## src/sv/clru_pkg.sv

```systemverilog
// Shared types, codes and constants for the LRU age replacement block.
package clru_pkg;

  localparam int SETS_DEF  = 2048;
  localparam int WAYS_DEF  = 16;
  localparam int MAX_WAYS  = 16;
  localparam int AGE_W     = 4;
  localparam int SET_IDX_W = 11;
  localparam int WAY_IDX_W = 4;
  localparam int MASK_W    = 16;
  localparam int SET_MAX_W = 16;  // enough for the largest set count
  localparam int Q_DEPTH   = 2;

  localparam logic CMD_UPDATE = 1'b0;
  localparam logic CMD_VICTIM = 1'b1;

  typedef struct packed {
    logic                 command;
    logic [SET_IDX_W-1:0] set_index;
    logic [WAY_IDX_W-1:0] way_index;
    logic                 is_hit;
    logic                 is_writeback;
    logic [MASK_W-1:0]    valid_mask;
  } req_t;

  typedef struct packed {
    logic [WAY_IDX_W-1:0] victim_way;
    logic                 took_invalid;
  } rsp_t;

  typedef enum logic [1:0] {
    OP_NONE,
    OP_TOUCH,
    OP_VICTIM
  } op_t;

  typedef struct packed {
    op_t                  op;
    logic [SET_MAX_W-1:0] set_idx;
    logic [WAY_IDX_W-1:0] way;
    logic [MASK_W-1:0]    mask;
  } job_t;

  typedef enum logic [1:0] {
    BK_CLEAR,
    BK_IDLE,
    BK_EXEC
  } bk_state_t;

endpackage

```

## src/sv/clru_fifo.sv

```systemverilog
// Short job queue between front and back end.
module clru_fifo import clru_pkg::*; (
  input  logic clk,
  input  logic rst,
  input  logic push,
  input  job_t job_in,
  output logic full,
  input  logic pop,
  output job_t job_out,
  output logic empty
);

  localparam int PTR_W = (Q_DEPTH > 1) ? $clog2(Q_DEPTH) : 1;
  localparam int CNT_W = $clog2(Q_DEPTH + 1);

  job_t             slots [Q_DEPTH];
  logic [PTR_W-1:0] wr_ptr, rd_ptr;
  logic [CNT_W-1:0] count;

  assign full    = count == CNT_W'(Q_DEPTH);
  assign empty   = count == '0;
  assign job_out = slots[rd_ptr];

  always_ff @(posedge clk) begin
    if (rst) begin
      wr_ptr <= '0;
      rd_ptr <= '0;
      count  <= '0;
    end else begin
      if (push) wr_ptr <= (wr_ptr == PTR_W'(Q_DEPTH-1)) ? '0 : wr_ptr + 1'b1;
      if (pop)  rd_ptr <= (rd_ptr == PTR_W'(Q_DEPTH-1)) ? '0 : rd_ptr + 1'b1;
      count <= count + CNT_W'(push) - CNT_W'(pop);
    end
  end

  always_ff @(posedge clk) begin
    if (push) slots[wr_ptr] <= job_in;
  end

endmodule

```

## config.mk

```make
export PLATFORM = sky130hd
export DESIGN_NAME = clru_fifo
export DESIGN_NICKNAME = d
export VERILOG_FILES = /design/src/sv/clru_pkg.sv /design/src/sv/clru_fifo.sv
export SDC_FILE = /design/constraint.sdc
export NUM_CORES = 1
export LEC_CHECK = 0
export BUFFER_PORTS_ARGS = -buffer_cell sky130_fd_sc_hd__buf_2
export CAP_MARGIN = 20
export CORE_ASPECT_RATIO = 1.5
export CORE_MARGIN = 8
export CORE_UTILIZATION = 49
export CTS_CLUSTER_SIZE = 24
export DETAILED_ROUTE_END_ITERATION = 6
export PLACE_DENSITY = 0.75
export REMOVE_ABC_BUFFERS = 1
export SLEW_MARGIN = 20
export SYNTH_ARGS = -nofsm -noshare
export SYNTH_HDL_FRONTEND = slang
export SYNTH_SLANG_ARGS = --single-unit
export TNS_END_PERCENT = 30
```

## constraint.sdc

```tcl
create_clock -name clk -period 7.9 [get_ports clk]
set_input_delay 1.185 -clock clk [delete_from_list [all_inputs] [get_ports clk]]
set_output_delay 1.185 -clock clk [all_outputs]
set_load 0.01 [all_outputs]
```

==> results of run 1 <==
power breakdown:
part	total, uW	switching (uW)	leakage [uW]	internal (uW)
combinational	111	48.6	0.000611	62.2
sequential	517	16.8	0.000755	500
clock	277	134	0.0000941	143
total	905	200	0.00146	705
metal layers:
| metal | GRT usage | wire [um] | vias up |
|---|---|---|---|
| li1 | - | - | 711 |
| met3 | 0.0416 | 349 | 6 |
| met1 | 0.109 | 1860 | 717 |
| met2 | 0.206 | 2890 | 46 |
| met4 | 0.0683 | 74 | 0 |
| met5 | 0 | 0 | - |
cell usage after synthesis:
master / n
and2_1: 1
buf_2: 1
buf_6: 3
dfxtp_1: 5
edfxtp_1: 76
ha_1: 2
inv_1: 2
mux2_2: 18
mux2_4: 20
nor2_1: 5
nor2b_1: 3
xnor2_1: 2
xnor3_1: 1
worst max-delay path: cells and delay by family, from the launching register on:
kind / cells / cell delay, ns
flops: 1 / 1.04
mux: 1 / 0.43
buf+inv: 1 / 0.14
path summary, 6_finish.rpt:
kind	slack, ns	end	from
worst max-delay path	4.73	job_out[27]	register
worst min-delay path	0.53	rd_ptr$_SDFFE_PP0P_	rd_ptr$_SDFFE_PP0P_
worst min register to register	0.53	rd_ptr$_SDFFE_PP0P_	rd_ptr$_SDFFE_PP0P_
worst max register to register	6.31	slots[1][24]$_DFFE_PP_	wr_ptr$_SDFFE_PP0P_
registers in the layout, indices dropped and copies added, names as in the netlist, named ones only:
register / flops
slots: 76
rd_ptr: 1
count: 2
wr_ptr: 1
area by class of cell:
type | instances | area, um^2
Clock buffer | 9 | 124
Clock inverter | 6 | 60.1
Fill cell | 471 | 2370
Inverter | 2 | 7.51
Multi-Input combinational cell | 52 | 621
Sequential cell | 81 | 2380
Tap cell | 74 | 92.6
Timing Repair Buffer | 82 | 425
cells in the final DEF (no fill, tap or decap):
| cell type | instances |
|---|---|
| bufinv_16 | 1 |
| nor2_1 | 5 |
| nor2b_1 | 2 |
| buf_12 | 1 |
| clkbuf_8 | 9 |
| clkinv_1 | 2 |
| ha_1 | 2 |
| dfxtp_2 | 1 |
| edfxtp_1 | 76 |
| mux2_4 | 20 |
| xnor2_1 | 2 |
| dfxtp_1 | 4 |
| nor2b_4 | 1 |
| and2_2 | 1 |
| mux2_2 | 18 |
| inv_1 | 2 |
| xnor3_1 | 1 |
| clkinv_4 | 2 |
| clkinv_2 | 1 |
| buf_2 | 81 |
per-stage QoR:
stage | power (uW) | instances | utilization | area [um^2] | worst slack, ns
floorplan | 590 | 135 | - | 3000 | 4.57
global placement | 635 | 290 | 0.577 | 3510 | 5.05
global route | 940 | 306 | 0.610 | 3710 | 4.62
detailed placement | 639 | 290 | 0.577 | 3510 | 5.05
CTS | 917 | 305 | 0.607 | 3690 | 4.67
finish | 905 | 306 | 0.610 | 3710 | 4.73
logic make-up (layout without fill, tap and decap cells):
logic type	after synthesis	after routing
buffers and inverters	6	99
flip-flops	81	81
XOR/XNOR	3	3
adder cells (fa/ha/maj)	2	2
AND/OR/NAND/NOR	9	9
multiplexers	38	38
==> results.md, run 1 <==
- Tightest Pin Transition: 1.09 ns
- Crit path largest cell delay: 1.04 ns
- Clock transition at the registers of the reported paths: 0.07 ns
- Max Slew Vio Count: 0
- Vias: 1480
- CP Class: register to output port
- 1st-iter DRT viols: 93
- Share of cells above drive strength 1: 0.586
- Tcrit/Tclk final: 0.401
- Die H: 112 um
- Global route overflow: 0
- Initial antenna violation count: 0
- Leakage: 0.00146 uW
- Mux cell area share after synthesis: 0.165
- CTS Sinks: 81
- DRC errors left: 0
- Final Setup Violations: 0
- Total GRT Usage: 0.116
- FF+latch count, synth: 81
- Synth Instances: 139
- Post-Syn Area: 3040 um^2
- RSZ-0062 raised after global routing: no
- Adder-cell share of the synthesized area: 0.00823
- Hpwl dp: 3.47 mm
- Area grow syn2layout: 22.1%
- Outcome: finished clean
- Min Tclk post-route: 3.17 ns
- Pin count of the biggest net entering global routing: 39
- Slowest cell on the critical path: dfxtp_2
- Distinct cells, synth: 13
- Crit end category: output port
- Max_cap viols: 0
- Nets@finish: 272
- Final ANT Viol Nets: 0
- Compound-cell area share of the yosys netlist: 0
- Vias per cell: 4.84
- Clock Latency Late Sink: 0.34 ns
- Vias in the first global route: 1617
- Synth area leaders: edfxtp_1 (75%), mux2_4 (9.9%), mux2_2 (6.7%)
- Startpoint types: register
- Dominant cell type by area after synthesis: edfxtp_1
- Die area: 9030 um^2
- Simple-gate share of the synthesized area: 0.0144
- Hold crit path type: register to register
- Core ar.: 6090 um^2
- CTS Buf Count: 9
- Clock Skew: 0.00689 ns
- CTS tree: done
- Worst-path cell chain: mux2_2, buf_2
- IO Count: 82
- CTS root buffer: clkbuf_8
- Worst vdd ir: 0.000256 V
- Hold path depth: 2
- Arrival time worst endpoint: 1.98 ns
- CTS resizes: 0
- Drt wl/cell: 16.9 um
- Number of diodes: 0
- Die Width: 80.3 um
- Reg2reg path depth: 1
- Sequential-to-total area share from yosys stat: 0.784
- Post-synth top area share: 0.751
- WL final: 5.17 mm
- Starting Density: 0.499
- Final GP Congestion: 0.672
- Crit-path max FO: 38
- F_max: 316 MHz
- WHS: 0.525 ns
- Required @ worst endpoint: 6.71 ns
- Rows: 35
- Largest family of logic cells by synthesized area: multiplexers
- Hold_buf cts: 0
- Port Buffers: 81
- Post-synthesis xor/xnor area fraction: 0.0132
- CTS HTree Levels: 3
- Worst slew margin: 0.275
- Post-CTS Setup Bufs: 0
- Syn_area_per_cell: 21.9 um^2
- Yosys warns: 0
- First-pass detailed-route iteration total: 4
- Final TNS setup: 0 ns
- First-pass GRT wire length: 7.78 mm
- Clock Tree Buf Depth: 2
- PD cells: 244 nW/um^2
- Final Hold Fails: 0
Power figures use the tool's default switching activity.
==> run 2: changes to the inputs <==
--- a/config.mk
+++ b/config.mk
@@ -9,10 +9,10 @@
 export CAP_MARGIN = 20
 export CORE_ASPECT_RATIO = 1.5
 export CORE_MARGIN = 8
-export CORE_UTILIZATION = 49
+export CORE_UTILIZATION = 46
 export CTS_CLUSTER_SIZE = 24
 export DETAILED_ROUTE_END_ITERATION = 6
-export PLACE_DENSITY = 0.75
+export PLACE_DENSITY = 0.74
 export REMOVE_ABC_BUFFERS = 1
 export SLEW_MARGIN = 20
 export SYNTH_ARGS = -nofsm -noshare
==> constraint.sdc (replaced) <==
create_clock -name clk -period 2.9 [get_ports clk]
set_input_delay 0.435 -clock clk [delete_from_list [all_inputs] [get_ports clk]]
set_output_delay 0.435 -clock clk [all_outputs]
set_load 0.01 [all_outputs]
==> results.md, run 2 (synthesized netlist as in run 1, its figures left out) <==
- Startpoint types: register
- Cell area after placement: 3550 um^2
- Crit-path max FO: 22
- Die H: 116 um
- Hold path depth: 1
- F_max: 453 MHz
- Drt wl/cell: 17.3 um
- Required @ worst endpoint: 2.47 ns
- WHS Endpoint: slots[1][26]$_DFFE_PP_
- First-pass detailed-route iteration total: 4
- CTS Buf Count: 9
- Slowest cell on the critical path: dfxtp_2
- Sw power: 547 uW
- Final TNS setup: 0 ns
- Worst vdd ir: 0.000394 V
- Non-Filler Instances: 310
- Final Hold Fails: 0
- 1st-iter DRT viols: 97
- Hold crit path type: input pin to register
- Clk pwr share: 0.307
- Top Registers: slots: 76 flops, count: 2 flops
- Tightest Pin Transition: 0.908 ns
- Reg2reg path depth: 1
- Most flop-heavy register: slots
- Min Tclk post-route: 2.21 ns
- Arrival time worst endpoint: 1.77 ns
- PD cells: 663 nW/um^2
- Overall Power: 2470 uW
- Vias: 1488
- Most frequent cells in the layout: buf_2 (81), edfxtp_1 (76), mux2_4 (20), mux2_2 (18), clkbuf_8 (9)
- Sw Ratio: 0.221
- CTS tree: done
- Internal: 1930 uW
- Final ANT Viol Nets: 0
- Final GP Congestion: 0.699
- IO Count: 82
- Area grow syn2layout: 22.7%
- Reg2Reg Setup Slack: 1.33 ns
- Final design utilization: 0.579
- Hold_buf cts: 0
- Pin count of the biggest net entering global routing: 39
- DRC errors left: 0
- Starting Density: 0.472
- Crit path max-delay family: flip-flops
- Clock Latency Late Sink: 0.35 ns
- First-pass GRT wire length: 8.10 mm
- Tcrit/Tclk final: 0.761
- Reg2reg start: wr_ptr$_SDFFE_PP0P_
- Part of the power in registers: 0.564
- Max Slew Vio Count: 0
- Core ar.: 6440 um^2
- Worst slew margin: 0.395
- CTS HTree Levels: 3
- Crit path largest cell delay: 0.66 ns
- Final Setup Violations: 0
- Clock transition at the registers of the reported paths: 0.08 ns
- Final Cell Area: 3730 um^2
- Number of diodes: 0
- Clock Tree Buf Depth: 2
- Worst r2r dst: slots[1][3]$_DFFE_PP_
- Crit end category: output port
- Worst-path cell chain: buf_12, mux2_2, buf_2
- DP Cell Count: 294
- CTS Sinks: 81
- CTS resizes: 0
- Max reg flops: 76
- Share of cells above drive strength 1: 0.581
- Port Buffers: 81
- WP buf/inv: 2
- Max_cap viols: 0
- CP Class: register to output port
- Die Width: 82.4 um
- Worst min-delay path startpoint: job_in[26]
- Post-CTS Setup Bufs: 0
- RSZ-0062 raised after global routing: no
- Die area: 9520 um^2
- Leakage: 0.00147 uW
- Most common cell after layout, fill and taps aside: buf_2
- Vias in the first global route: 1600
- Outcome: finished clean
- Clock Skew: 0.00623 ns
- CTS root buffer: clkbuf_8
- Total GRT Usage: 0.121
- Global route overflow: 0
- WL final: 5.36 mm
- Vias per cell: 4.80
- Initial antenna violation count: 0
- Rows: 36
- Logic pwr share: 0.129
- Nets@finish: 273
-- run 2: through the flow --
| stage | worst slack [ns] | hold WS [ns] |
|---|---|---|
| after floorplan | 0.323 | 0.480 |
| final | 0.692 | 0.272 |
| after detailed placement | 1.03 | 0.524 |
| after global routing | 0.605 | 0.260 |
| after global placement | 1.05 | 0.496 |
| after CTS | 0.645 | 0.256 |
-- run 2: worst max-delay path by stage --
stage	from	to	slack (ns)	depth (start not counted)
finish	register	job_out[5]	0.69	3
floorplan	push	slots[0][0]$_DFFE_PP_	0.32	1
detailed placement	register	job_out[33]	1.03	3
CTS	register	job_out[33]	0.65	3
global route	register	job_out[5]	0.60	3
global placement	register	job_out[5]	1.05	3
-- run 2: routing by layer --
layer  GRT usage  share of wire
met2       0.201           0.53
met1       0.119           0.36
met4       0.109          0.032
met5           0              0
met3      0.0287          0.077
-- run 2: area by class of cell --
type,instances,area (um^2)
Inverter,2,7.51
Sequential cell,81,2380
Tap cell,76,95.1
Fill cell,508,2710
Timing Repair Buffer,83,445
Multi-Input combinational cell,52,621
Clock inverter,4,43.8
Clock buffer,12,135
-- run 2: power groups by stage --
stage	Clock (uW)	Combinational [uW]	Sequential [uW]
6_report	759	319	1400
2_1_floorplan	0	183	1420
5_1_grt	816	349	1400
3_3_place_gp	0	319	1420
4_1_cts	777	327	1400
3_5_place_dp	0	325	1420
