`config.mk`:
```
export PLATFORM = sky130hd
export DESIGN_NAME = clru_front
export DESIGN_NICKNAME = d
export VERILOG_FILES = /design/src/sv/clru_pkg.sv /design/src/sv/clru_front.sv
export SDC_FILE = /design/constraint.sdc
export NUM_CORES = 1
export LEC_CHECK = 0
export BUFFER_PORTS_ARGS = -buffer_cell sky130_fd_sc_hd__buf_2
export CORE_UTILIZATION = 44
export DETAILED_ROUTE_END_ITERATION = 10
export PLACE_DENSITY = 0.74
export SLEW_MARGIN = 20
export SYNTH_ARGS = -nofsm -noshare
export SYNTH_HDL_FRONTEND = slang
export SYNTH_SLANG_ARGS = --single-unit
export TNS_END_PERCENT = 50
```
`constraint.sdc`:
```
create_clock -name clk -period 3.15 [get_ports clk]
set_clock_uncertainty 0.05 [all_clocks]
set_input_delay 0.945 -clock clk [delete_from_list [all_inputs] [get_ports clk]]
set_output_delay 0.945 -clock clk [all_outputs]
set_load 0.1 [all_outputs]
```
`src/sv/clru_pkg.sv`:
```
// Shared types, codes and constants for the LRU age replacement block.
package clru_pkg;

  localparam int SETS_DEF  = 2048;
  localparam int WAYS_DEF  = 16;
  localparam int MAX_WAYS  = 16;
  localparam int AGE_W     = 4;
  localparam int SET_IDX_W = 11;
  localparam int WAY_IDX_W = 4;
  localparam int MASK_W    = 16;
  localparam int SET_MAX_W = 16;  // enough for the largest set count
  localparam int Q_DEPTH   = 2;

  localparam logic CMD_UPDATE = 1'b0;
  localparam logic CMD_VICTIM = 1'b1;

  typedef struct packed {
    logic                 command;
    logic [SET_IDX_W-1:0] set_index;
    logic [WAY_IDX_W-1:0] way_index;
    logic                 is_hit;
    logic                 is_writeback;
    logic [MASK_W-1:0]    valid_mask;
  } req_t;

  typedef struct packed {
    logic [WAY_IDX_W-1:0] victim_way;
    logic                 took_invalid;
  } rsp_t;

  typedef enum logic [1:0] {
    OP_NONE,
    OP_TOUCH,
    OP_VICTIM
  } op_t;

  typedef struct packed {
    op_t                  op;
    logic [SET_MAX_W-1:0] set_idx;
    logic [WAY_IDX_W-1:0] way;
    logic [MASK_W-1:0]    mask;
  } job_t;

  typedef enum logic [1:0] {
    BK_CLEAR,
    BK_IDLE,
    BK_EXEC
  } bk_state_t;

endpackage

```
`src/sv/clru_front.sv`:
```
// Front end: takes request beats, folds the set index into range, classifies the job.
module clru_front import clru_pkg::*; #(
  parameter int SETS = SETS_DEF,
  parameter int WAYS = WAYS_DEF
) (
  input  logic clk,
  input  logic rst,
  input  logic busy,
  input  logic req_valid,
  output logic req_ready,
  input  req_t req,
  output logic push,
  output job_t job,
  input  logic full
);

  // set_index mod SETS by reciprocal multiply; quotient may be one low
  localparam int RECIP_SH = 22;
  localparam int RECIP_W  = 23;
  localparam int SETS_W   = 17;
  localparam int PROD_W   = SET_IDX_W + RECIP_W;
  localparam int QD_W     = SET_IDX_W + SETS_W;
  localparam logic [RECIP_W-1:0] RECIP  = RECIP_W'((64'd1 << RECIP_SH) / SETS);
  localparam logic [SETS_W-1:0]  SETS_V = SETS_W'(SETS);

  logic                 a_valid, b_valid;
  req_t                 a_req, b_req;
  logic [SET_IDX_W-1:0] a_quo, b_rem;

  logic [PROD_W-1:0]    prod;
  logic [SET_IDX_W-1:0] quo;
  logic [QD_W-1:0]      qd;
  logic [SET_IDX_W-1:0] rem_a;
  logic [SETS_W-1:0]    rem_wide, rem_corr;
  logic                 b_free, a_move, way_ok;

  assign prod  = PROD_W'(req.set_index) * PROD_W'(RECIP);
  assign quo   = prod[RECIP_SH +: SET_IDX_W];
  assign qd    = QD_W'(a_quo) * QD_W'(SETS_V);
  assign rem_a = a_req.set_index - qd[SET_IDX_W-1:0];

  assign rem_wide = {{(SETS_W-SET_IDX_W){1'b0}}, b_rem};
  assign rem_corr = (rem_wide >= SETS_V) ? rem_wide - SETS_V : rem_wide;

  assign push      = b_valid && !full;
  assign b_free    = !b_valid || push;
  assign a_move    = a_valid && b_free;
  assign req_ready = !busy && (!a_valid || a_move);

  assign way_ok = {1'b0, b_req.way_index} < (WAY_IDX_W+1)'(WAYS);

  always_comb begin
    job.set_idx = rem_corr[SET_MAX_W-1:0];
    job.way     = b_req.way_index;
    job.mask    = b_req.valid_mask;
    if (b_req.command == CMD_VICTIM) begin
      job.op = OP_VICTIM;
    end else if (b_req.command == CMD_UPDATE && way_ok &&
                 !(b_req.is_hit && b_req.is_writeback)) begin
      job.op = OP_TOUCH;
    end else begin
      job.op = OP_NONE;
    end
  end

  always_ff @(posedge clk) begin
    if (rst) begin
      a_valid <= 1'b0;
      b_valid <= 1'b0;
    end else begin
      if (req_ready) a_valid <= req_valid;
      if (b_free)    b_valid <= a_valid;
    end
  end

  always_ff @(posedge clk) begin
    if (req_valid && req_ready) begin
      a_req <= req;
      a_quo <= quo;
    end
    if (a_move) begin
      b_req <= a_req;
      b_rem <= rem_a;
    end
  end

endmodule

```
==> reports/qor.log, run 1 <==
[run_status] run status complete, no violations
[synthesis] share of the yosys chip area belonging to registers 88.89%
[floorplanning] Total Die Area 5619 µm²
[power] Lkg Pwr 1.106 nW
[global_route] met1 usage in global routing 11.66%
[timing] minimum setup slack in the final design 0.4361 ns
[placement] detailed-placement wirelength estimate 2350 µm
[synthesis] largest cells by area after synthesis sky130_fd_sc_hd__edfxtp_1 87%, sky130_fd_sc_hd__buf_4 8.3%, sky130_fd_sc_hd__dfxtp_1 1.7%
[synthesis] Yosys top cell area share 87.18%
[run] MaxCap Viol Count 0
[placement] routability congestion estimate from global placement 0.6590
[critical_path] endpoint required time on the critical path 2.15 ns
[cts] clock buffers created by TritonCTS 9
[cts] register clock-pin slew on the reported worst setup and hold paths 0.07 ns
[timing] Achievable Freq 368.5 MHz
[routing] length of the first detailed-routing pass in iterations 4
[global_route] Tot GR Track Use 13.60%
[routing] DR vias 1061
[synthesis] mean area per synthesized cell 21.69 µm²
[power] maximum VDD drop 0.4237 mV
[synthesis] cell area after synthesis 2342 µm²
[critical_path] class of the most critical setup path input pin to primary output
[global_route] wire length of the first global-routing pass 5023 µm
[floorplanning] FP Rows 26
[global_route] met2 Usage GRT 24.42%
[cts] number of instances resized during post-cts repair 0
[synthesis] synthesized netlist cell count 108
[global_route] leftover overflow at the end of global routing 0
[critical_path] launch point of the worst path full
[min_path] beginning of the worst hold path a_req[2]
[cts] number of hold buffers added after cts 0
[critical_path] largest driver fanout on the critical path 5
[synthesis] flop and latch count out of synthesis 70
[timing] unrepaired setup endpoints after global routing no
[timing] fin crit period 2.714 ns
[min_path] type of the most critical hold path register to register
[finish] Area Overhead vs Synth 22.92%
[critical_path] FF-to-FF setup slack 1.57 ns
[cts] root buffer cell sky130_fd_sc_hd__clkbuf_8
[routing] residual DRC count 0
[finish] count of nets after finishing 211
[routing] remaining antenna violation count 0
[timing] Final Max Slew Viols 0
[power] total power per unit cell area 700.5 nW/µm²
[global_route] pin count of the biggest net entering global routing 25
[synthesis] cell type with the highest aggregate area in the netlist sky130_fd_sc_hd__edfxtp_1
[min_path] hold path cells 0
[floorplanning] num ports 79
[floorplanning] Die Y-Extent 74.96 µm
[synthesis] post-synthesis cell type count 12
[cts] CTS tree done
[cts] worst-case clock buffer depth 2
[routing] vias per inst 4.296
[critical_path] R2R depth 2
[global_route] initial antenna violation count 0
[critical_path] Critical Path End Type primary output
[timing] number of hold violations in the final report 0
[timing] Total Neg Setup Slack 0 ns
[critical_path] data arrival time of the critical path 1.72 ns
[global_route] met3 global-route usage 9.772%
[floorplanning] die span in x 74.96 µm
[routing] starting DRC count in detailed routing 48
[global_route] most used routing layer in global routing met2
[critical_path] RR Endpoint job[1]
[placement] placement-stage worst setup slack 0.4446 ns
[global_route] via count of the first global-routing pass 1098
[cts] Skew-Pair Late Insertion Delay 0.33 ns
[critical_path] CP Launch Type input pin
[cts] H-tree level count 3
[min_path] Worst Hold End job[2]
[placement] IO buf count 73
[floorplanning] Initial Util 45.86%
[critical_path] FF-to-FF Start a_valid
[routing] WL/cell 13.45 µm
[routing] Final Routed Wirelength 3322 µm
[finish] fraction of final layout cells with drive strength greater than 1 51.98%
[finish] diode insertion count for antenna repair 0
[timing] final cycle utilization of the critical path 86.16%
[floorplanning] placeable core area 5107 µm²
[power] total power after layout 2.017 mW
[cts] number of clock sinks seen by CTS 70
[timing] final-report setup violation count 0
[cts] post-CTS setup buffers 0
[synthesis] number of warnings printed during yosys synthesis 0
-- synth_stat cells --
| cell | count |
|---|---|
| sky130_fd_sc_hd__a21boi_1 | 1 |
| sky130_fd_sc_hd__a21oi_1 | 2 |
| sky130_fd_sc_hd__a31oi_1 | 2 |
| sky130_fd_sc_hd__buf_4 | 26 |
| sky130_fd_sc_hd__conb_1 | 1 |
| sky130_fd_sc_hd__dfxtp_1 | 2 |
| sky130_fd_sc_hd__edfxtp_1 | 68 |
| sky130_fd_sc_hd__nand2_1 | 1 |
| sky130_fd_sc_hd__nand2b_1 | 1 |
| sky130_fd_sc_hd__nand3_1 | 1 |
| sky130_fd_sc_hd__nor2_1 | 1 |
| sky130_fd_sc_hd__nor2b_1 | 2 |
-- how the worst max path moves through the flow --
stage | endpoint | slack, ns | depth (start not counted)
after floorplan | push | -0.13 | 1
after global placement | req_ready | 0.46 | 3
after detailed placement | req_ready | 0.44 | 3
after CTS | req_ready | 0.44 | 3
after global routing | req_ready | 0.41 | 3
final | req_ready | 0.44 | 3
-- power by group --
part / total [mW] / internal, mW / switching, mW / leakage [nW]
clock: 0.730 / 0.433 / 0.298 / 0.107
sequential: 1.07 / 1.06 / 0.00985 / 0.649
combinational: 0.212 / 0.0340 / 0.178 / 0.350
total: 2.02 / 1.53 / 0.486 / 1.11
-- critical path, stage by stage --
cell                      delay, ns
sky130_fd_sc_hd__buf_2         0.14
sky130_fd_sc_hd__a31oi_2       0.18
sky130_fd_sc_hd__buf_2         0.44
-- cell families (layout without fill, tap and decap cells) --
logic type / count (synthesis) / after routing / synth area share, %
DFF: 70 / 70 / 88.89
AOI/OAI and AO/OA: 5 / 5 / 1.282
other: 1 / 5 / 0.1601
and+or+nand+nor: 6 / 6 / 1.335
buffers and inverters: 26 / 91 / 8.333
-- cell usage in the layout, fill, tap and decap left out, drive strengths merged --
master / instances
bufinv: 1
clkbuf: 14
nand3: 1
buf: 75
edfxtp: 68
dfxtp: 2
nor2: 1
a21boi: 1
nor2b: 2
a31oi: 2
nand2b: 1
nand2: 1
conb: 5
a21oi: 2
clkinv: 1
-- flip-flops by register name (all words and copies together), names as in the netlist --
name,cells
b_rem,11
b_req,3
a_valid,1
b_valid,1
a_req,34
job,20
-- final cells by class --
cell class	count	area, µm²
fill	414	2228
multi-input combinational	16	105.1
timing repair buffer	75	392.9
sequential	70	2082
clock buffer	14	172.7
clock inverter	2	38.79
tap	70	87.58
-- stage by stage --
step	util, %	area [µm²]	std cells	hold slack [ns]
finish	56.37	2879	247	0.3623
global route	56.37	2879	247	0.3626
CTS	56.37	2879	247	0.3646
detailed placement	52.23	2668	231	0.3554
global placement	52.23	2668	231	0.3505
floorplan	-	2364	112	0.3503
-- layer usage --
layer / vias up / share of wire [%]
li1: 500 / -
met1: 500 / 33
met2: 58 / 56
met3: 3 / 9.4
met4: 0 / 0.96
met5: - / 0
(Power assumes the default switching activity.)
==> inputs of run 2 (changes only) <==
--- a/config.mk
+++ b/config.mk
@@ -9,6 +9,7 @@
 export CORE_UTILIZATION = 44
 export DETAILED_ROUTE_END_ITERATION = 10
 export PLACE_DENSITY = 0.74
+export RECOVER_POWER = 100
 export SLEW_MARGIN = 20
 export SYNTH_ARGS = -nofsm -noshare
 export SYNTH_HDL_FRONTEND = slang
==> run 2 against run 1 <==
Effect of this change: global-route usage stayed put; core utilization shrank 1.5 points; register-to-register slack got worse by 0.84 ns; cell count is the same; sequential cell count unchanged; critical endpoint is now job[1]; highest routed layer unchanged.
==> reports/qor.log, run 2 (synthesized netlist as in run 1, its figures left out) <==
[cts] number of instances resized during post-cts repair 0 [unchanged]
[timing] Final Max Slew Viols 0 [unchanged]
[power] total power after layout 2.007 mW [-0.48%]
[timing] Achievable Freq 361.2 MHz [-2.0%]
[timing] Total Neg Setup Slack 0 ns [unchanged]
[placement] # placed instances 231 [unchanged]
[run] MaxCap Viol Count 0 [unchanged]
[critical_path] R2R depth 2 [unchanged]
[floorplanning] Die Y-Extent 74.96 µm [unchanged]
[placement] placement-stage worst setup slack 0.4446 ns [unchanged]
[finish] total of fill cells in the finished design 429 [+3.6%]
[timing] worst hold margin 0.3632 ns [+0.0008410 ns]
[finish] number of standard cells in the layout, taps in and fillers out 247 [unchanged]
[timing] number of hold violations in the final report 0 [unchanged]
[finish] most common library cell in the layout ignoring fill and taps sky130_fd_sc_hd__edfxtp_1
[cts] CTS tree done
[routing] remaining antenna violation count 0 [unchanged]
[timing] minimum setup slack in the final design 0.3812 ns [-0.05487 ns]
[floorplanning] Total Die Area 5619 µm² [unchanged]
[run_status] run status complete, no violations
[routing] vias per inst 4.296 [unchanged]
[timing] slew at the pin closest to its max-slew limit 1.463 ns
[cts] register clock-pin slew on the reported worst setup and hold paths 0.07 ns [about the same]
[global_route] pin count of the biggest net entering global routing 25 [unchanged]
[critical_path] class of the most critical setup path input pin to register
[min_path] hold path cells 0 [unchanged]
[finish] Area Overhead vs Synth 19.60%
[routing] starting DRC count in detailed routing 45 [-6.3%]
[placement] routability congestion estimate from global placement 0.6590 [unchanged]
[finish] commonest cells after routing, fill and taps aside 68 x sky130_fd_sc_hd__edfxtp_1, 37 x sky130_fd_sc_hd__clkbuf_1, 36 x sky130_fd_sc_hd__buf_2, 12 x sky130_fd_sc_hd__clkbuf_8, 5 x sky130_fd_sc_hd__conb_1
[placement] Placed Instance Area 2668 µm² [unchanged]
[placement] IO buf count 73 [unchanged]
[finish] max reg flops 34 [unchanged]
[min_path] Worst Hold End job[2]
[cts] H-tree level count 3 [unchanged]
[timing] final-report setup violation count 0 [unchanged]
[critical_path] CP Launch Type input pin
[global_route] Tot GR Track Use 13.60% [unchanged]
[global_route] initial antenna violation count 0 [unchanged]
[cts] root buffer cell sky130_fd_sc_hd__clkbuf_8
[floorplanning] die span in x 74.96 µm [unchanged]
[critical_path] Critical Path End Type register
[routing] DR vias 1061 [unchanged]
[critical_path] largest driver fanout on the critical path 24 [+19]
[routing] WL/cell 13.49 µm [+0.33%]
[global_route] wire length of the first global-routing pass 5023 µm [unchanged]
[timing] unrepaired setup endpoints after global routing no
[global_route] via count of the first global-routing pass 1098 [unchanged]
[finish] Post-Route Utilization 54.85% [-1.5 points]
[cts] clock buffers created by TritonCTS 9 [unchanged]
[finish] largest register by flop count a_req
[finish] Final Cell Area 2801 µm² [-2.7%]
[critical_path] RR Endpoint job[1]
[finish] count of nets after finishing 211 [unchanged]
[timing] max-slew headroom at the worst pin 1.619%
[global_route] leftover overflow at the end of global routing 0 [unchanged]
[placement] detailed-placement wirelength estimate 2350 µm [unchanged]
[timing] final cycle utilization of the critical path 87.90% [+1.7 points]
[min_path] beginning of the worst hold path a_req[2]
[power] total power per unit cell area 716.4 nW/µm² [+2.3%]
[critical_path] endpoint required time on the critical path 3.10 ns [+0.95 ns]
[routing] residual DRC count 0 [unchanged]
[floorplanning] FP Rows 26 [unchanged]
[cts] number of clock sinks seen by CTS 70 [unchanged]
[cts] worst-case clock buffer depth 2 [unchanged]
[finish] sequential cell area 2082 µm² [unchanged]
[finish] diode insertion count for antenna repair 0 [unchanged]
[cts] number of hold buffers added after cts 0 [unchanged]
[routing] Final Routed Wirelength 3333 µm [+0.33%]
[finish] fraction of final layout cells with drive strength greater than 1 31.07% [-21 points]
[power] Lkg Pwr 0.9916 nW [-10%]
[cts] Skew-Pair Late Insertion Delay 0.33 ns [about the same]
[min_path] type of the most critical hold path register to register
[critical_path] FF-to-FF Start a_valid
[power] maximum VDD drop 0.4229 mV [-0.19%]
[critical_path] data arrival time of the critical path 2.72 ns [+1.00 ns]
[floorplanning] Initial Util 45.86% [unchanged]
[critical_path] FF-to-FF setup slack 0.73 ns [-0.84 ns]
[finish] area occupied by multi-input gates 86.33 µm² [-18%]
[cts] post-CTS setup buffers 0 [unchanged]
[timing] fin crit period 2.769 ns [+0.05487 ns]
[floorplanning] placeable core area 5107 µm² [unchanged]
[routing] length of the first detailed-routing pass in iterations 3 [-1]
[floorplanning] num ports 79 [unchanged]
run 2: worst max-delay path by stage:
stage	to	startpoint	slack [ns]	depth (start not counted)
floorplan	push	full	-0.13	1
global placement	req_ready	full	0.46	3
detailed placement	req_ready	full	0.44	3
CTS	req_ready	full	0.44	3
global route	job[17]	full	0.21	3
finish	job[1]	full	0.38	3
run 2: layout make-up:
type	count	area share, %
sequential	70	74.32
clock buffer	14	6.163
tap	70	3.126
clock inverter	2	1.385
multi-input combinational	16	3.082
timing repair buffer	75	11.92
run 2: power breakdown:
group          switching (mW)  internal (mW)  total (mW)
sequential            0.00996           1.06        1.07
clock                   0.296          0.433       0.729
combinational           0.177         0.0258       0.203
run 2: layer usage:
metal  routed length, µm  global-route usage, %
met5                   0                      0
met4                  32                  4.403
met1                1150                  11.66
met3                 326                  9.772
met2                1823                  24.42
run 2: critical path, stage by stage:
cell and delay [ns]:
sky130_fd_sc_hd__clkbuf_1 0.13, sky130_fd_sc_hd__a21boi_0 1.15, sky130_fd_sc_hd__buf_4 0.49
==> inputs of run 3 (changes only) <==
--- a/config.mk
+++ b/config.mk
@@ -7,8 +7,10 @@
 export LEC_CHECK = 0
 export BUFFER_PORTS_ARGS = -buffer_cell sky130_fd_sc_hd__buf_2
 export CORE_UTILIZATION = 44
+export CTS_CLUSTER_DIAMETER = 200
 export DETAILED_ROUTE_END_ITERATION = 10
-export PLACE_DENSITY = 0.74
+export HOLD_SLACK_MARGIN = 0.06
+export PLACE_DENSITY_LB_ADDON = 0.25
 export RECOVER_POWER = 100
 export SLEW_MARGIN = 20
 export SYNTH_ARGS = -nofsm -noshare
==> run 3 against run 2 <==
Effect of this change: the flow now finishes with violations (capacitance limit, slew limit); die area unchanged; sequential share of layout area up 0.94 points; non-clock buffer count unchanged; count of clock-buffer cells in the layout fell by 2; wire length shrank 5.7%; critical path type is now input pin to primary output; largest cell class unchanged; largest power group unchanged; highest routed layer unchanged.
==> reports/qor.log, run 3 (synthesized netlist as in run 1, its figures left out) <==
[routing] vias per inst 4.215 [-1.9%]
[min_path] hold path cells 0 [unchanged]
[cts] number of clock sinks seen by CTS 70 [unchanged]
[critical_path] FF-to-FF Start a_valid
[critical_path] largest driver fanout on the critical path 5 [-79%]
[timing] slew at the pin closest to its max-slew limit 1.510 ns [+0.04700 ns]
[cts] H-tree level count 3 [unchanged]
[cts] CTS tree done
[cts] register clock-pin slew on the reported worst setup and hold paths 0.06 ns [about the same]
[critical_path] RR Endpoint job[13]
[global_route] met1 usage in global routing 15.02% [+3.4 points]
[power] total power after layout 1.840 mW [-8.3%]
[finish] diode insertion count for antenna repair 0 [unchanged]
[finish] most common library cell in the layout ignoring fill and taps sky130_fd_sc_hd__edfxtp_1
[timing] worst hold margin 0.3683 ns [+0.005173 ns]
[timing] final-report setup violation count 0 [unchanged]
[placement] IO buf count 73 [unchanged]
[global_route] Tot GR Track Use 12.53% [-1.1 points]
[critical_path] CP Launch Type input pin
[min_path] Worst Hold End b_rem[7]
[floorplanning] Total Die Area 5619 µm² [unchanged]
[cts] Skew-Pair Late Insertion Delay 0.33 ns [about the same]
[routing] Final Routed Wirelength 3143 µm [-5.7%]
[floorplanning] Die Y-Extent 74.96 µm [unchanged]
[finish] commonest cells after routing, fill and taps aside 68 x sky130_fd_sc_hd__edfxtp_1, 37 x sky130_fd_sc_hd__clkbuf_1, 37 x sky130_fd_sc_hd__buf_2, 9 x sky130_fd_sc_hd__clkbuf_8, 5 x sky130_fd_sc_hd__conb_1
[global_route] met3 global-route usage 4.685% [-5.1 points]
[finish] area occupied by multi-input gates 86.33 µm² [unchanged]
[power] Lkg Pwr 0.9714 nW [-2.0%]
[cts] clock buffers created by TritonCTS 9 [unchanged]
[placement] Placed Instance Area 2680 µm² [+0.47%]
[cts] worst-case clock buffer depth 2 [unchanged]
[finish] count of nets after finishing 211 [unchanged]
[timing] fin crit period 2.759 ns [-0.009660 ns]
[timing] minimum setup slack in the final design 0.3909 ns [+0.009660 ns]
[critical_path] launch point of the worst path full
[min_path] beginning of the worst hold path a_req[29]
[routing] length of the first detailed-routing pass in iterations 4 [+1]
[floorplanning] placeable core area 5107 µm² [unchanged]
[timing] Achievable Freq 362.4 MHz [+0.35%]
[critical_path] R2R depth 2 [unchanged]
[finish] Area Overhead vs Synth 18.11%
[routing] residual DRC count 0 [unchanged]
[routing] WL/cell 12.78 µm [-5.3%]
[min_path] type of the most critical hold path register to register
[routing] starting DRC count in detailed routing 83 [+84%]
[global_route] leftover overflow at the end of global routing 0 [unchanged]
[critical_path] class of the most critical setup path input pin to primary output
[timing] max-slew headroom at the worst pin -0.8540% [-2.5 points]
[timing] number of hold violations in the final report 0 [unchanged]
[floorplanning] Initial Util 45.86% [unchanged]
[run_status] violations in the final reports capacitance limit, slew limit
[global_route] via count of the first global-routing pass 1032 [-6.0%]
[finish] largest register by flop count a_req
[power] total power per unit cell area 665.3 nW/µm² [-7.1%]
[critical_path] FF-to-FF setup slack 0.92 ns [+0.19 ns]
[global_route] wire length of the first global-routing pass 4685 µm [-6.7%]
[placement] detailed-placement wirelength estimate 2150 µm [-8.5%]
[cts] post-CTS setup buffers 0 [unchanged]
[global_route] pin count of the biggest net entering global routing 21 [-16%]
[timing] final cycle utilization of the critical path 87.59% [-0.31 points]
[critical_path] data arrival time of the critical path 1.76 ns [-0.96 ns]
[routing] remaining antenna violation count 0 [unchanged]
[run_status] run status finished, violations left
[timing] unrepaired setup endpoints after global routing no
[finish] total of fill cells in the finished design 446 [+4.0%]
[global_route] most used routing layer in global routing met2
[global_route] initial antenna violation count 0 [unchanged]
[finish] Final Cell Area 2766 µm² [-1.3%]
[run] MaxCap Viol Count 1 [+1]
[critical_path] endpoint required time on the critical path 2.15 ns [-0.95 ns]
[power] maximum VDD drop 0.2992 mV [-29%]
[global_route] met2 Usage GRT 18.22% [-6.2 points]
[timing] Final Max Slew Viols 15 [+15]
[cts] root buffer cell sky130_fd_sc_hd__clkbuf_8
[finish] sequential cell area 2082 µm² [unchanged]
[placement] placement-stage worst setup slack 0.4495 ns [+0.004860 ns]
[floorplanning] die span in x 74.96 µm [unchanged]
[finish] fraction of final layout cells with drive strength greater than 1 29.55% [-1.5 points]
[placement] routability congestion estimate from global placement 0.6066 [-8.0%]
[finish] max reg flops 34 [unchanged]
[routing] DR vias 1037 [-2.3%]
[critical_path] Critical Path End Type primary output
[cts] number of instances resized during post-cts repair 0 [unchanged]
[floorplanning] num ports 79 [unchanged]
[cts] number of hold buffers added after cts 0 [unchanged]
[floorplanning] FP Rows 26 [unchanged]
## run 3: worst max path at each step
stage                 to  slack [ns]  depth (start not counted)
5_1_grt         a_req[5]        0.31                          4
3_3_place_gp   req_ready        0.46                          3
4_1_cts        req_ready        0.44                          3
2_1_floorplan       push       -0.13                          1
3_5_place_dp   req_ready        0.45                          3
6_report       req_ready        0.39                          3
## run 3: layer usage
metal	vias to the layer above	share of wire, %
li1	500	-
met1	477	40
met2	50	50
met3	10	7.2
met4	0	2.9
met5	-	0
## run 3: cell type report
class | count | share of cell area (%)
tap | 70 | 3.166
clock buffer | 12 | 4.885
timing repair buffer | 75 | 13.12
sequential | 70 | 75.26
clock inverter | 3 | 0.4523
multi-input combinational | 16 | 3.121
## run 3: through the flow
step / setup TNS, ns / utilization (%) / cells
after floorplan: -0.1253 / - / 112
after global placement: 0 / 52.47 / 231
after detailed placement: 0 / 52.47 / 231
after CTS: 0 / 55.36 / 246
after global routing: 0 / 54.16 / 246
final: 0 / 54.16 / 246
## run 3: power by group
| group | switching (mW) | internal, mW |
|---|---|---|
| clock network | 0.282 | 0.275 |
| logic | 0.177 | 0.0301 |
| registers | 0.0101 | 1.07 |
## run 3: critical path, cell delays in order
cell,delay (ns)
sky130_fd_sc_hd__clkbuf_1,0.14
sky130_fd_sc_hd__a31oi_2,0.20
sky130_fd_sc_hd__clkbuf_2,0.48
